--- src/hw/rtl/bam_pkg.sv ---
`timescale 1ns / 1ps
`default_nettype none

package bam_pkg;

  localparam int VOL_W      = 12;
  localparam int PRES_W     = 10;
  localparam int RUN_W      = 4;
  localparam int BPM_W      = 6;
  localparam int MINUTE_W   = 17;
  localparam int CFG_IDX_W  = 3;
  localparam int CFG_DATA_W = 17;

  localparam logic [MINUTE_W-1:0] MINUTE_MAX = 17'd131071;

  localparam logic [CFG_IDX_W-1:0] REG_DISC_PRESSURE = 3'd0;
  localparam logic [CFG_IDX_W-1:0] REG_DISC_BREATHS  = 3'd1;
  localparam logic [CFG_IDX_W-1:0] REG_BPM           = 3'd2;
  localparam logic [CFG_IDX_W-1:0] REG_LOW_LIMIT     = 3'd3;
  localparam logic [CFG_IDX_W-1:0] REG_HIGH_LIMIT    = 3'd4;

  localparam logic ACT_BREATH = 1'b0;
  localparam logic ACT_CLEAR  = 1'b1;

  typedef enum logic [2:0] {
    ST_IDLE,
    ST_UPDATE,
    ST_SUM,
    ST_CHECK,
    ST_DONE
  } state_t;

  typedef struct packed {
    logic wr_en;
    logic start;
  } win_cmd_t;

  typedef struct packed {
    logic done;
  } win_stat_t;

endpackage

`default_nettype wire

--- src/hw/rtl/bam_if.sv ---
`timescale 1ns / 1ps
`default_nettype none

interface bam_in_if;
  logic                         valid;
  logic                         ready;
  logic                         action;
  logic [bam_pkg::VOL_W-1:0]    breath_volume;
  logic [bam_pkg::PRES_W-1:0]   peak_pressure;

  modport source (output valid, output action, output breath_volume,
                  output peak_pressure, input ready);
  modport sink (input valid, input action, input breath_volume,
                input peak_pressure, output ready);
endinterface

interface bam_out_if;
  logic                         valid;
  logic                         ready;
  logic                         disconnect_alarm;
  logic                         low_volume_alarm;
  logic                         high_volume_alarm;
  logic                         beeper_on;
  logic [bam_pkg::MINUTE_W-1:0] minute_volume;
  logic                         minute_valid;

  modport source (output valid, output disconnect_alarm, output low_volume_alarm,
                  output high_volume_alarm, output beeper_on, output minute_volume,
                  output minute_valid, input ready);
  modport sink (input valid, input disconnect_alarm, input low_volume_alarm,
                input high_volume_alarm, input beeper_on, input minute_volume,
                input minute_valid, output ready);
endinterface

`default_nettype wire

--- src/hw/rtl/bam_window.sv ---
`timescale 1ns / 1ps
`default_nettype none

module bam_window #(
  parameter int HISTORY_DEPTH = 32
) (
  input  wire                              clk,
  input  wire                              rst_n,
  input  bam_pkg::win_cmd_t                cmd,
  input  wire  [$clog2(HISTORY_DEPTH)-1:0]   head,
  input  wire  [$clog2(HISTORY_DEPTH+1)-1:0] count,
  input  wire  [bam_pkg::VOL_W-1:0]        wr_data,
  output bam_pkg::win_stat_t               stat,
  output logic [bam_pkg::MINUTE_W-1:0]     sum
);

  localparam int PW = $clog2(HISTORY_DEPTH);
  localparam int CW = $clog2(HISTORY_DEPTH+1);

  logic [bam_pkg::VOL_W-1:0] mem [HISTORY_DEPTH];

  logic [PW-1:0]               rd_addr_r, rd_addr_nxt;
  logic [CW-1:0]               left_r, left_nxt;
  logic                        rv_r, rv_nxt;
  logic                        busy_r, busy_nxt;
  logic                        done_r, done_nxt;
  logic [bam_pkg::VOL_W-1:0]   rd_data_r;
  logic [bam_pkg::MINUTE_W-1:0] acc_r, acc_nxt;
  logic [bam_pkg::MINUTE_W:0]  acc_add;
  logic                        issue;

  assign issue   = (left_r != '0);
  assign acc_add = {1'b0, acc_r} + {{(bam_pkg::MINUTE_W+1-bam_pkg::VOL_W){1'b0}}, rd_data_r};

  always_comb begin
    rd_addr_nxt = rd_addr_r;
    left_nxt    = left_r;
    rv_nxt      = issue;
    busy_nxt    = busy_r;
    done_nxt    = 1'b0;
    acc_nxt     = acc_r;
    if (cmd.start) begin
      rd_addr_nxt = head;
      left_nxt    = count;
      rv_nxt      = 1'b0;
      busy_nxt    = 1'b1;
      acc_nxt     = '0;
    end else begin
      if (issue) begin
        rd_addr_nxt = (rd_addr_r == '0) ? PW'(HISTORY_DEPTH-1) : rd_addr_r - 1'b1;
        left_nxt    = left_r - 1'b1;
      end
      if (rv_r) begin
        acc_nxt = acc_add[bam_pkg::MINUTE_W] ? bam_pkg::MINUTE_MAX
                                             : acc_add[bam_pkg::MINUTE_W-1:0];
      end
      if (busy_r && !issue && (rv_r || left_r == '0) && !(rv_r && issue)) begin
        if (rv_r || !issue) begin
          done_nxt = 1'b1;
          busy_nxt = 1'b0;
        end
      end
    end
  end

  always_ff @(posedge clk) begin
    if (cmd.wr_en) begin
      mem[head] <= wr_data;
    end
    if (issue) begin
      rd_data_r <= mem[rd_addr_r];
    end
    acc_r     <= acc_nxt;
    rd_addr_r <= rd_addr_nxt;
  end

  always_ff @(posedge clk) begin
    if (!rst_n) begin
      left_r <= '0;
      rv_r   <= 1'b0;
      busy_r <= 1'b0;
      done_r <= 1'b0;
    end else begin
      left_r <= left_nxt;
      rv_r   <= rv_nxt;
      busy_r <= busy_nxt;
      done_r <= done_nxt;
    end
  end

  assign stat.done = done_r;
  assign sum       = acc_r;

endmodule

`default_nettype wire

--- src/hw/rtl/breath_alarm_monitor_core.sv ---
`timescale 1ns / 1ps
`default_nettype none

// channel  dir  handshake          payload
// in_ch    in   valid/ready        action, breath_volume, peak_pressure
// out_ch   out  valid/ready        alarms, beeper_on, minute_volume, minute_valid
// cfg_*    in   cfg_we, no stall   cfg_index selects register, cfg_data
//
// A breath word passes ST_UPDATE, ST_SUM, ST_CHECK, ST_DONE when the window is summed
// (one history read per cycle through a single adder), ST_UPDATE, ST_CHECK, ST_DONE with
// an empty window; a clear word or a breath without enough history goes ST_UPDATE, ST_DONE.
// in_ch.ready is high only in idle, so the next word can be taken in the cycle after ST_DONE loads the result.
// Synchronous active-low reset clears state and loads register defaults.
// A result waits in the output register while out_ch stalls; the next word is
// accepted meanwhile and holds in its last step until the register frees.

module breath_alarm_monitor_core #(
  parameter int HISTORY_DEPTH = 32
) (
  input  wire                                 clk,
  input  wire                                 rst_n,
  bam_in_if.sink                              in_ch,
  bam_out_if.source                           out_ch,
  input  wire                                 cfg_we,
  input  wire  [bam_pkg::CFG_IDX_W-1:0]       cfg_index,
  input  wire  [bam_pkg::CFG_DATA_W-1:0]      cfg_data
);

  localparam int PW = $clog2(HISTORY_DEPTH);
  localparam int CW = $clog2(HISTORY_DEPTH+1);
  localparam int WW = (CW > bam_pkg::BPM_W) ? CW : bam_pkg::BPM_W;

  bam_pkg::state_t state_r, state_nxt;

  logic [bam_pkg::PRES_W-1:0]   cfg_pres_r;
  logic [bam_pkg::RUN_W-1:0]    cfg_breaths_r;
  logic [bam_pkg::BPM_W-1:0]    cfg_bpm_r;
  logic [bam_pkg::MINUTE_W-1:0] cfg_low_r;
  logic [bam_pkg::MINUTE_W-1:0] cfg_high_r;

  logic                         action_r;
  logic [bam_pkg::VOL_W-1:0]    vol_r;
  logic [bam_pkg::PRES_W-1:0]   pip_r;

  logic [PW-1:0]                ptr_r, ptr_nxt;
  logic [CW-1:0]                cnt_r, cnt_nxt;
  logic [bam_pkg::RUN_W-1:0]    run_r, run_nxt;
  logic                         disc_r, disc_nxt;
  logic                         low_r, low_nxt;
  logic                         high_r, high_nxt;
  logic                         beep_r, beep_nxt;
  logic [bam_pkg::MINUTE_W-1:0] minute_r, minute_nxt;
  logic                         mvalid_r, mvalid_nxt;

  logic                         ov_r, ov_nxt;
  logic                         o_disc_r, o_low_r, o_high_r, o_beep_r, o_mvalid_r;
  logic [bam_pkg::MINUTE_W-1:0] o_minute_r;
  logic                         o_load;

  logic [PW-1:0]                ptr_inc;
  logic [bam_pkg::RUN_W-1:0]    thr;
  logic                         win_ok;

  bam_pkg::win_cmd_t            wcmd;
  bam_pkg::win_stat_t           wstat;
  logic [bam_pkg::MINUTE_W-1:0] wsum;

  bam_window #(
    .HISTORY_DEPTH (HISTORY_DEPTH)
  ) u_window (
    .clk     (clk),
    .rst_n   (rst_n),
    .cmd     (wcmd),
    .head    (ptr_inc),
    .count   (CW'(cfg_bpm_r)),
    .wr_data (vol_r),
    .stat    (wstat),
    .sum     (wsum)
  );

  assign ptr_inc = (ptr_r == PW'(HISTORY_DEPTH-1)) ? '0 : ptr_r + 1'b1;
  assign thr     = (cfg_breaths_r == '0) ? bam_pkg::RUN_W'(1) : cfg_breaths_r;
  assign win_ok  = WW'(cnt_nxt) >= WW'(cfg_bpm_r);

  assign in_ch.ready = (state_r == bam_pkg::ST_IDLE);

  always_comb begin
    state_nxt  = state_r;
    ptr_nxt    = ptr_r;
    cnt_nxt    = cnt_r;
    run_nxt    = run_r;
    disc_nxt   = disc_r;
    low_nxt    = low_r;
    high_nxt   = high_r;
    beep_nxt   = beep_r;
    minute_nxt = minute_r;
    mvalid_nxt = mvalid_r;
    wcmd       = '0;
    o_load     = 1'b0;
    ov_nxt     = ov_r && !out_ch.ready;

    case (state_r)
      bam_pkg::ST_IDLE: begin
        if (in_ch.valid) begin
          state_nxt = bam_pkg::ST_UPDATE;
        end
      end
      bam_pkg::ST_UPDATE: begin
        minute_nxt = '0;
        mvalid_nxt = 1'b0;
        if (action_r == bam_pkg::ACT_CLEAR) begin
          disc_nxt  = 1'b0;
          low_nxt   = 1'b0;
          high_nxt  = 1'b0;
          beep_nxt  = 1'b0;
          state_nxt = bam_pkg::ST_DONE;
        end else begin
          ptr_nxt    = ptr_inc;
          wcmd.wr_en = 1'b1;
          if (cnt_r < CW'(HISTORY_DEPTH)) begin
            cnt_nxt = cnt_r + 1'b1;
          end
          if (pip_r < cfg_pres_r) begin
            if (run_r < thr) begin
              run_nxt = run_r + 1'b1;
            end
          end else begin
            run_nxt = '0;
          end
          if (run_nxt >= thr) begin
            disc_nxt = 1'b1;
            beep_nxt = 1'b1;
          end
          if (!win_ok) begin
            state_nxt = bam_pkg::ST_DONE;
          end else if (cfg_bpm_r == '0) begin
            state_nxt = bam_pkg::ST_CHECK;
          end else begin
            wcmd.start = 1'b1;
            state_nxt  = bam_pkg::ST_SUM;
          end
        end
      end
      bam_pkg::ST_SUM: begin
        if (wstat.done) begin
          minute_nxt = wsum;
          state_nxt  = bam_pkg::ST_CHECK;
        end
      end
      bam_pkg::ST_CHECK: begin
        mvalid_nxt = 1'b1;
        if (minute_r < cfg_low_r) begin
          low_nxt  = 1'b1;
          beep_nxt = 1'b1;
        end
        if (minute_r > cfg_high_r) begin
          high_nxt = 1'b1;
          beep_nxt = 1'b1;
        end
        state_nxt = bam_pkg::ST_DONE;
      end
      bam_pkg::ST_DONE: begin
        if (!ov_r || out_ch.ready) begin
          o_load    = 1'b1;
          ov_nxt    = 1'b1;
          state_nxt = bam_pkg::ST_IDLE;
        end
      end
      default: begin
        state_nxt = bam_pkg::ST_IDLE;
      end
    endcase
  end

  always_ff @(posedge clk) begin
    if (!rst_n) begin
      state_r       <= bam_pkg::ST_IDLE;
      ptr_r         <= '0;
      cnt_r         <= '0;
      run_r         <= '0;
      disc_r        <= 1'b0;
      low_r         <= 1'b0;
      high_r        <= 1'b0;
      beep_r        <= 1'b0;
      ov_r          <= 1'b0;
      cfg_pres_r    <= 10'd5;
      cfg_breaths_r <= 4'd3;
      cfg_bpm_r     <= 6'd15;
      cfg_low_r     <= 17'd0;
      cfg_high_r    <= 17'd131040;
    end else begin
      state_r <= state_nxt;
      ptr_r   <= ptr_nxt;
      cnt_r   <= cnt_nxt;
      run_r   <= run_nxt;
      disc_r  <= disc_nxt;
      low_r   <= low_nxt;
      high_r  <= high_nxt;
      beep_r  <= beep_nxt;
      ov_r    <= ov_nxt;
      if (cfg_we) begin
        case (cfg_index)
          bam_pkg::REG_DISC_PRESSURE: cfg_pres_r    <= cfg_data[bam_pkg::PRES_W-1:0];
          bam_pkg::REG_DISC_BREATHS:  cfg_breaths_r <= cfg_data[bam_pkg::RUN_W-1:0];
          bam_pkg::REG_BPM:           cfg_bpm_r     <= cfg_data[bam_pkg::BPM_W-1:0];
          bam_pkg::REG_LOW_LIMIT:     cfg_low_r     <= cfg_data[bam_pkg::MINUTE_W-1:0];
          bam_pkg::REG_HIGH_LIMIT:    cfg_high_r    <= cfg_data[bam_pkg::MINUTE_W-1:0];
          default: begin
          end
        endcase
      end
    end
  end

  always_ff @(posedge clk) begin
    if (in_ch.valid && in_ch.ready) begin
      action_r <= in_ch.action;
      vol_r    <= in_ch.breath_volume;
      pip_r    <= in_ch.peak_pressure;
    end
    minute_r <= minute_nxt;
    mvalid_r <= mvalid_nxt;
    if (o_load) begin
      o_disc_r   <= disc_r;
      o_low_r    <= low_r;
      o_high_r   <= high_r;
      o_beep_r   <= beep_r;
      o_minute_r <= minute_r;
      o_mvalid_r <= mvalid_r;
    end
  end

  assign out_ch.valid             = ov_r;
  assign out_ch.disconnect_alarm  = o_disc_r;
  assign out_ch.low_volume_alarm  = o_low_r;
  assign out_ch.high_volume_alarm = o_high_r;
  assign out_ch.beeper_on         = o_beep_r;
  assign out_ch.minute_volume     = o_minute_r;
  assign out_ch.minute_valid      = o_mvalid_r;

endmodule

`default_nettype wire

--- src/flat_wrapper.sv ---
// flat-port wrapper written by rule: the top's interface ports become plain ports
module breath_alarm_monitor_core_flat 
#(
  parameter int HISTORY_DEPTH = 32
)
  (clk, rst_n, cfg_we, cfg_index, cfg_data, in_ch_valid, in_ch_action, in_ch_breath_volume, in_ch_peak_pressure, in_ch_ready, out_ch_valid, out_ch_disconnect_alarm, out_ch_low_volume_alarm, out_ch_high_volume_alarm, out_ch_beeper_on, out_ch_minute_volume, out_ch_minute_valid, out_ch_ready);
  bam_in_if in_ch_i ();
  bam_out_if out_ch_i ();
  input  wire clk;
  input  wire rst_n;
  input  wire cfg_we;
  input  wire  [bam_pkg::CFG_IDX_W-1:0] cfg_index;
  input  wire  [bam_pkg::CFG_DATA_W-1:0] cfg_data;
  input wire logic [$bits(in_ch_i.valid)-1:0] in_ch_valid;
  input wire logic [$bits(in_ch_i.action)-1:0] in_ch_action;
  input wire logic [$bits(in_ch_i.breath_volume)-1:0] in_ch_breath_volume;
  input wire logic [$bits(in_ch_i.peak_pressure)-1:0] in_ch_peak_pressure;
  output wire logic [$bits(in_ch_i.ready)-1:0] in_ch_ready;
  output wire logic [$bits(out_ch_i.valid)-1:0] out_ch_valid;
  output wire logic [$bits(out_ch_i.disconnect_alarm)-1:0] out_ch_disconnect_alarm;
  output wire logic [$bits(out_ch_i.low_volume_alarm)-1:0] out_ch_low_volume_alarm;
  output wire logic [$bits(out_ch_i.high_volume_alarm)-1:0] out_ch_high_volume_alarm;
  output wire logic [$bits(out_ch_i.beeper_on)-1:0] out_ch_beeper_on;
  output wire logic [$bits(out_ch_i.minute_volume)-1:0] out_ch_minute_volume;
  output wire logic [$bits(out_ch_i.minute_valid)-1:0] out_ch_minute_valid;
  input wire logic [$bits(out_ch_i.ready)-1:0] out_ch_ready;
  assign in_ch_i.valid = in_ch_valid;
  assign in_ch_i.action = in_ch_action;
  assign in_ch_i.breath_volume = in_ch_breath_volume;
  assign in_ch_i.peak_pressure = in_ch_peak_pressure;
  assign in_ch_ready = in_ch_i.ready;
  assign out_ch_valid = out_ch_i.valid;
  assign out_ch_disconnect_alarm = out_ch_i.disconnect_alarm;
  assign out_ch_low_volume_alarm = out_ch_i.low_volume_alarm;
  assign out_ch_high_volume_alarm = out_ch_i.high_volume_alarm;
  assign out_ch_beeper_on = out_ch_i.beeper_on;
  assign out_ch_minute_volume = out_ch_i.minute_volume;
  assign out_ch_minute_valid = out_ch_i.minute_valid;
  assign out_ch_i.ready = out_ch_ready;
  breath_alarm_monitor_core #(.HISTORY_DEPTH(HISTORY_DEPTH)) u_core (.clk(clk), .rst_n(rst_n), .in_ch(in_ch_i), .out_ch(out_ch_i), .cfg_we(cfg_we), .cfg_index(cfg_index), .cfg_data(cfg_data));
endmodule
--- config.mk ---
export PLATFORM = sky130hd
export DESIGN_NAME = breath_alarm_monitor_core_flat
export DESIGN_NICKNAME = d
export VERILOG_FILES = /design/src/hw/rtl/bam_pkg.sv /design/src/hw/rtl/bam_if.sv /design/src/hw/rtl/bam_window.sv /design/src/hw/rtl/breath_alarm_monitor_core.sv /design/src/flat_wrapper.sv
export SDC_FILE = /design/constraint.sdc
export NUM_CORES = 1
export LEC_CHECK = 0
export BUFFER_PORTS_ARGS = -buffer_cell sky130_fd_sc_hd__buf_4
export CAP_MARGIN = 40
export CORE_UTILIZATION = 62
export DETAILED_ROUTE_END_ITERATION = 6
export PLACE_DENSITY_LB_ADDON = 0.2
export SYNTH_ARGS = -nofsm -noshare
export SYNTH_HDL_FRONTEND = slang
export SYNTH_SLANG_ARGS = --single-unit
--- constraint.sdc ---
create_clock -name clk -period 3.7 [get_ports clk]
set_input_delay 0.185 -clock clk [delete_from_list [all_inputs] [get_ports clk]]
set_output_delay 0.185 -clock clk [all_outputs]
set_load 0.01 [all_outputs]
* Word level (Yosys, flattened, before mapping)
Memory sizes are Yosys's and may differ from the RTL's. A register that Yosys moved wholly into a read port is not among the register bits. Cells that the tools add are included. Widths: inputs -> output; s select.
Operators by class: add/subtract/negate cells 6, multiply operators 0, divide/modulo/power cells 0, order comparisons 7, eq/ne operators 17, shift operators 0, muxes and demuxes 48, bitwise logic cells 3, reductions and logical operators 41
Operator list (count):
- $mux 17 | 2
- $pmux 17 s2 | 1
- $mux 6 | 5
- $mux 4 | 5
- $mux 5 | 4
- $mux 1 | 19
- $add 17x12->18 | 1
- $reduce_and 2->1 | 9
- $gt 17x17->1 | 1
- $lt 17x17->1 | 1
- $mux 3 | 5
- $pmux 3 s5 | 1
- $eq 3x2->1 const B | 4
- $logic_not 6->1 | 2
- $reduce_and 3->1 | 4
- $reduce_bool 2->1 | 6
- $lt 10x10->1 | 1
- $ne 2x1->1 const B | 4
- $pmux 1 s2 | 4
- $add 6x1->6 const B | 1
- $eq 3x1->1 const B | 2
- $eq 3x3->1 const B | 2
- $ge 6x6->1 | 1
- $logic_and 1x1->1 | 6
- other kinds (20) | 31
Storage, ports and cells: bits in registers 171, latch bits 0, memory bits (writable) 384, ROM bits 0, output and inout bits 24, word-level logic and storage cells 154, memories kept 1
Memory list:
- u_core.u_window.mem | words 32, width 12, rd ports 1, clocked after memory_dff 1, wr ports 1, RTL line bam_window.sv:20 | logic [bam_pkg::VOL_W-1:0] mem [HISTORY_DEPTH];

* Logic depth before layout (Yosys ltp)
Gate-level depths: netlist of run 1.
depth in word-level cells 11, depth in mapped cells 15

* Hierarchy
Synthesis of run 1 repeated with hierarchy kept, for this count alone.
Second synthesis, totals: cells, all modules 1469, area total of the unflattened synthesis 23483.8 sq um
By module, submodules not included:
- bam_window | instances 1, cells an instance 831, area each 17030.1 sq um
- breath_alarm_monitor_core | instances 1, cells an instance 638, area each 6453.7 sq um

* Worst setup path before layout of run 1
No wires, ideal clock.
kind reg-to-reg, start register u_core.state_r[0], end register u_core.u_window.rd_addr_r[4] (data pin), library setup time 0.262 ns, data arrival time 2.758 ns, data required time 3.438 ns, slack 0.679 ns, cell stages (with the launch flop) 13, clock period less this slack 3.021 ns, path through dfxtp_1 buf_2 nand2b_1 or3_1 clkbuf_1 nor2_1 mux2_1 ha_1 a21oi_1 o21ai_1 a21oi_1 nor2_1 mux2_1
On the way: cells in the longest elaborated chain, start to end 7
RTL lines:
- start, declared | RTL line breath_alarm_monitor_core.sv:33 | bam_pkg::state_t state_r, state_nxt;
- start signal, assigned | RTL line breath_alarm_monitor_core.sv:177 | state_r <= bam_pkg::ST_IDLE;
- start signal, assigned | RTL line breath_alarm_monitor_core.sv:192 | state_r <= state_nxt;
- $eq 3x1->1 | RTL line breath_alarm_monitor_core.sv:102 | case (state_r)
- $mux 6 | RTL line breath_alarm_monitor_core.sv:102
- via u_core.cnt_nxt[1] | RTL line breath_alarm_monitor_core.sv:46 | logic [CW-1:0] cnt_r, cnt_nxt;
- $ge 6x6->1 | RTL line breath_alarm_monitor_core.sv:83 | assign win_ok = WW'(cnt_nxt) >= WW'(cfg_bpm_r);
- $mux 1 | RTL line breath_alarm_monitor_core.sv:134 | if (!win_ok) begin
- $mux 2 | RTL line breath_alarm_monitor_core.sv:111 | if (action_r == bam_pkg::ACT_CLEAR) begin
- $mux 2 | RTL line breath_alarm_monitor_core.sv:102
- $mux 5 | RTL line bam_window.sv:42 | if (cmd.start) begin
- via u_core.u_window.rd_addr_nxt[4] | RTL line bam_window.sv:22 | logic [PW-1:0] rd_addr_r, rd_addr_nxt;
- end signal, assigned | RTL line bam_window.sv:74 | rd_addr_r <= rd_addr_nxt;
- end, declared | RTL line bam_window.sv:22
The timed path passes the listed nets, and every way through them passes these cells. A chain may end at the register's enable or synchronous reset.

* Worst setup path after layout of run 1
start register u_core.state_r[2], end register u_core.u_window.rd_addr_r[4] (data pin)
The elaborated chain is that of the path after synthesis.

==> impl_metrics.csv, run 1 <==
group,metric,value,unit
pwr,total_power,0.0182,W
pwr,vdd_ir_drop_max,0.000550,V
synth,synth.distinct_cells,70,
cts,root_buffer,"clkbuf_16",
synth,synth-edff-count,464,
place,placed_area,0.0253,sq mm
worst_setup_path,cp-end-kind,"flop",
pwr,p_leak,9.67,nW
synth,synth_top_area_share,59.0,%
min_path,min_from,"cfg_index[1]",
die,start_util,62.9,%
worst_setup_path,crit_path_max_incr_delay,0.42,ns
timing,fin_setup_tns,0,ns
route,dr_wl_met2,25100,um
die,dieArea,0.0389,sq mm
synth,yosys.area.top_type,"edfxtp_1",
die,die_h,197,um
finish,finalNonFillerCells,2236,
global_route,antenna_found_initial,1,
synth,syn_avg_cell_area,15.8,sq um
cts,worstSkewPairLatency,0.62,ns
worst_setup_path,crit_family,"simple AND/OR/NAND/NOR gates",
route,routed_via_density,5.98,
global_route,grt_usage,27.5,%
timing,post-route-period-util,89.5,%
global_route,grt_max_degree,99,
route,detail-route-antenna-nets,0,
synth,synth_fp_nets,1622,
timing,slew_viol_final,0,
route,wirelength,51200,um
min_path,hold_path.class,"primary input to flop",
pwr,power_per_cell_area,661,mW/mm^2
finish,area_growth,16.4,%
route,post-route-drc-count,0,
cts,ctsLongestPathBuffers,3,
worst_setup_path,timing.rr.start,"u_core.state_r[2]",
worst_setup_path,critPathSlowestCell,"nor2_1",
timing,finalCriticalPeriod,3.31,ns
cts,cts-resized-gates,0,
worst_setup_path,cp_max_fo,5,
synth,synth_area_leaders,"edfxtp_1, mux4_2, dfxtp_1",
timing,worst_pin_slew,0.898,ns
place,dpl.hpwl,32600,um
finish,final_util,73.2,%
worst_setup_path,reg2regPathDepth,10,
worst_setup_path,worst-setup-path-type,"flop to flop",
synth,ys_ff_latch,567,
timing,setup_violations,0,
route,drt_iter0_drc,1069,
synth,seq_area_frac_synth,67.7,%
cts,cts_max_level,2,
worst_setup_path,r2r_end,"u_core.u_window.rd_addr_r[4]",
synth,syn_inst,1495,
die,core-area,0.0376,sq mm
timing,skew,0.0232,ns
worst_setup_path,start_kind,"flop",
route,via_count,13400,
synth,synth-main-ff-cell,"edfxtp_1",
route,met3_length,3200,um
timing,slew_headroom,40.1,%
finish,final_area,0.0275,sq mm
finish,final_layout_size_suffix_gt1_share,21.1,%
status,run_status,"complete, no violations",
cts,cts_buffers,55,
synth,synth_area,0.0236,sq mm
cts,path_clk_slew,0.06,ns
cts,clock-sinks,567,
die,io_pins,72,
route,first_pass_iters,5,
global_route,grt_overflow,0,
min_path,worstHoldPathCells,4,
global_route,grt_pass1_wl,78900,um
route,dr.max_layer_used,"met5",
finish,diodes,0,
min_path,hold_end,"u_core.cfg_breaths_r[0]",
route,wl_met1,20500,um
place,io_buffers,71,
worst_setup_path,worstPathCellList,"nand2b_1 > or3_1 > nor2_1 > mux2_1 > ha_1 > a21oi_1 > o21ai_1 > a21oi_1 > nor2_1 > mux2_1",
die,rows,71,
synth,synth_common_cells,"edfxtp_1, nand2_1, mux4_2",
synth,yosys_warnings,0,
finish,final_nets,1805,
worst_setup_path,cp_data_arrival_time,3.66,ns
timing,rsz0062_at_grt,"no",
place,place_inst,2081,
global_route,grt_pass1_vias,13800,
synth,yosysMostFrequentCell,"edfxtp_1",
cts,cts_tree,"built",
synth,async_flop_share,0,%
die,die_w,197,um
route,wl_per_cell,22.9,um
place,gp_congestion,0.848,
timing,max_freq,302,MHz
flow_run,maxCapViolCount,0,
timing,hold_viol,0,
worst_setup_path,crit_buf_inv,0,
worst_setup_path,ff2ff_setup_slack,0.39,ns
worst_setup_path,cp_data_required_time,4.05,ns
[power by group]
group          switching (W)  internal [W]
Sequential          0.000318       0.00734
Clock                0.00235       0.00293
Combinational        0.00266       0.00257
[registers in the layout (all words and copies together) (netlist names), 3 cells and up]
name                         flops
u_core.u_window.sum             17
u_core.state_r                   3
u_core.cfg_breaths_r             4
u_core.cfg_low_r                17
u_core.u_window.mem            384
u_core.vol_r                    12
u_core.cfg_high_r               17
u_core.minute_r                 17
u_core.cfg_bpm_r                 6
u_core.out_ch.minute_volume     17
u_core.run_r                     4
u_core.pip_r                    10
u_core.u_window.rd_addr_r        5
u_core.cnt_r                     6
u_core.cfg_pres_r               10
u_core.u_window.rd_data_r       12
u_core.u_window.left_r           6
u_core.ptr_r                     5
[layout by cell type (no fill, tap or decap), types with 10 or more instances in the layout]
cell           count
mux2_2            14
mux2i_1           10
and2_1            26
dlygate4sd3_1     51
nand2b_1          12
inv_1             70
xor2_1            12
a21oi_1           78
clkbuf_16         56
dfxtp_1          103
o21ai_1           11
a211oi_1          13
buf_4            120
edfxtp_1         464
clkinv_1          12
mux4_2           113
ha_1              78
nand3_1           16
nand2_1          144
clkbuf_1          10
o211ai_1          25
a21o_1            21
nor3_1            15
nor2_1            81
xnor2_1           15
clkinv_2          19
[cell type report]
class / instances / area [sq um]
Clock buffer: 67 / 1450
Clock inverter: 37 / 244
Inverter: 76 / 285
Multi-Input combinational cell: 786 / 7050
Fill cell: 2268 / 10100
Timing Repair Buffer: 192 / 1840
Tap cell: 511 / 639
Sequential cell: 567 / 16000
[per-layer routing]
metal,track usage (%),vias to the layer above
li1,-,6109
met1,35.9,6627
met2,45.5,512
met3,4.40,131
met4,13.6,2
met5,0,-
[cells by family after synthesis]
group | after synthesis | share of synthesized area [%]
AND/OR/NAND/NOR | 333 | 6.34
buffers and inverters | 142 | 2.50
XOR/XNOR | 27 | 1.00
AO/OA/AOI/OAI | 201 | 5.52
flip-flops | 567 | 67.7
adder cells (fa/ha/maj) | 79 | 4.21
multiplexers | 146 | 12.7
[worst min-delay path, cell delays in order]
cell,delay [ns]
buf_4,0.10
nor2_1,0.13
mux2i_1,0.15
nand2_1,0.06
[repair_timing]
action | CTS | global route
hold endpoints to repair | 78 | 0
hold buffers | 51 | 0
setup buffers | 0 | 0
[worst max path at each step]
stage / startpoint / endpoint / cells past startpoint
2_1_floorplan: u_core.state_r[0] / u_core.u_window.rd_addr_r[4] / 12
3_3_place_gp: u_core.state_r[2] / u_core.u_window.rd_addr_r[4] / 10
3_5_place_dp: u_core.state_r[2] / u_core.u_window.rd_addr_r[4] / 10
4_1_cts: u_core.state_r[2] / u_core.u_window.rd_addr_r[4] / 10
5_1_grt: u_core.state_r[2] / u_core.u_window.rd_addr_r[4] / 11
6_report: u_core.state_r[2] / u_core.u_window.rd_addr_r[4] / 10
[stage by stage]
| stage | worst slack, ns | hold WS [ns] |
|---|---|---|
| global placement | 0.510 | 0.363 |
| CTS | 0.414 | 0.0170 |
| global route | 0.258 | 0.0615 |
| floorplan | 0.679 | 0.284 |
| detailed placement | 0.424 | 0.364 |
| finish | 0.389 | 0.0478 |
(Power assumes the default switching activity.)
==> inputs of run 2 (changes only) <==
Settings changed: CAP_MARGIN 40 to default, CORE_MARGIN from default to 2.
==> impl_metrics.csv, run 2 (synthesis gave the netlist of run 1 again) <==
group,metric,value,unit
timing,worst_pin_slew,1.24,ns
place,gp_congestion,0.823,
worst_setup_path,cp_data_required_time,4.06,ns
cts,root_buffer,"clkbuf_16",
flow_run,maxCapViolCount,0,
worst_setup_path,start_kind,"flop",
finish,finalNonFillerCells,2221,
finish,final_layout_size_suffix_gt1_share,20.8,%
timing,slew_headroom,17.4,%
global_route,grt_overflow,0,
timing,slew_viol_final,0,
cts,path_clk_slew,0.07,ns
route,wirelength,50900,um
timing,setup_violations,0,
worst_setup_path,worst-setup-path-type,"flop to flop",
route,detail-route-antenna-nets,0,
cts,cts_tree,"built",
pwr,power_switching_share,28.7,%
finish,multiInputGateArea,0.00705,sq mm
worst_setup_path,cp_max_fo,5,
timing,max_freq,304,MHz
cts,cts-resized-gates,0,
min_path,hold_path.class,"primary input to flop",
finish,diodes,0,
cts,cts_buffers,55,
pwr,power.switching,0.00535,W
worst_setup_path,cp-end-kind,"flop",
pwr,vdd_ir_drop_max,0.000584,V
finish,regMostFlops,"u_core.u_window.mem",
place,place_inst,2066,
finish,mostFrequentLayoutCells,"edfxtp_1, nand2_1, buf_4, mux4_2, dfxtp_1",
worst_setup_path,worstPathCellList,"nand2b_1 > or3_1 > nor2_1 > mux2_1 > ha_1 > a21oi_1 > o21ai_1 > a21oi_1 > nor2_1 > mux2_1",
die,die_h,199,um
worst_setup_path,critPathSlowestCell,"nor2_1",
finish,largest_reg_flops,384,
worst_setup_path,cp_data_arrival_time,3.65,ns
timing,hold_viol,0,
global_route,grt_pass1_vias,13400,
finish,final_common_cell,"edfxtp_1",
worst_setup_path,crit_buf_inv,0,
cts,cts_max_level,2,
finish,final_nets,1790,
die,dieArea,0.0397,sq mm
global_route,grt_max_degree,99,
route,routed_via_density,6.03,
die,rows,71,
cts,clock-sinks,567,
finish,seqCellArea,0.0160,sq mm
timing,post-route-period-util,89.0,%
pwr,power_frac_seq,41.3,%
finish,fillers,2255,
die,die_w,199,um
route,drt_iter0_drc,1106,
finish,final_util,72.9,%
global_route,grt_usage,26.6,%
timing,whs,0.0346,ns
worst_setup_path,crit_family,"simple AND/OR/NAND/NOR gates",
finish,area_growth,16.0,%
status,run_status,"complete, no violations",
place,dpl.hpwl,31600,um
timing,rsz0062_at_grt,"no",
pwr,power_per_cell_area,681,mW/mm^2
cts,worstSkewPairLatency,0.61,ns
pwr,p_leak,9.61,nW
route,first_pass_iters,7,
route,wl_per_cell,22.9,um
die,core-area,0.0376,sq mm
pwr,internal-power,0.0133,W
die,start_util,62.9,%
worst_setup_path,ff2ff_setup_slack,0.41,ns
pwr,combPwrFrac,27.0,%
timing,fin_setup_tns,0,ns
global_route,antenna_found_initial,1,
timing,skew,0.0213,ns
pwr,clkPwrFrac,31.8,%
place,io_buffers,71,
route,via_count,13400,
route,post-route-drc-count,0,
worst_setup_path,crit_path_max_incr_delay,0.40,ns
die,io_pins,72,
timing,finalCriticalPeriod,3.29,ns
cts,post_cts_buffers,0,
cts,ctsLongestPathBuffers,3,
global_route,grt_pass1_wl,77800,um
-- run 2: stage by stage --
step           area, sq um  total power, W  setup WS (ns)
2_1_floorplan        23600          0.0115          0.679
3_3_place_gp         25000          0.0127          0.529
3_5_place_dp         25000          0.0128          0.437
4_1_cts              27400          0.0188          0.436
5_1_grt              27400          0.0194          0.210
6_report             27400          0.0187          0.405
-- run 2: path summary, 6_finish.rpt --
kind                          start                      endpoint  cells past startpoint
setup / recovery  u_core.state_r[2]  u_core.u_window.rd_addr_r[4]                     10
hold / removal         cfg_index[1]       u_core.cfg_breaths_r[1]                      3
setup reg to reg  u_core.state_r[2]  u_core.u_window.rd_addr_r[4]                     10
hold reg to reg     u_core.mvalid_r    u_core.out_ch.minute_valid                      0
-- run 2: per-layer routing --
metal | share of wire, % | GRT usage, %
met3 | 7.4 | 4.59
met5 | 0.028 | 0
met2 | 49 | 44.0
met1 | 40 | 35.6
met4 | 3.8 | 11.0
-- run 2: final cells by class --
class | count | area share (%)
Clock buffer | 63 | 5.40
Clock inverter | 41 | 1.69
Inverter | 76 | 1.04
Multi-Input combinational cell | 786 | 25.7
Sequential cell | 567 | 58.4
Tap cell | 511 | 2.33
Timing Repair Buffer | 177 | 5.45
-- run 2: timing repair --
item	CTS	global route
hold endpoints to repair	78	0
hold buffers	51	0
endpoints found under the setup margin	0	0
-- run 2: tightest hold or removal path: stages --
cell and delay, ns:
buf_4 0.10, nor2_1 0.13, o211ai_1 0.18
-- run 2: power groups by stage --
stage | clock, W | sequential, W | combinational [W]
2_1_floorplan | 0 | 0.00764 | 0.00382
3_3_place_gp | 0 | 0.00782 | 0.00483
3_5_place_dp | 0 | 0.00784 | 0.00493
4_1_cts | 0.00601 | 0.00771 | 0.00505
5_1_grt | 0.00626 | 0.00775 | 0.00544
6_report | 0.00593 | 0.00771 | 0.00504
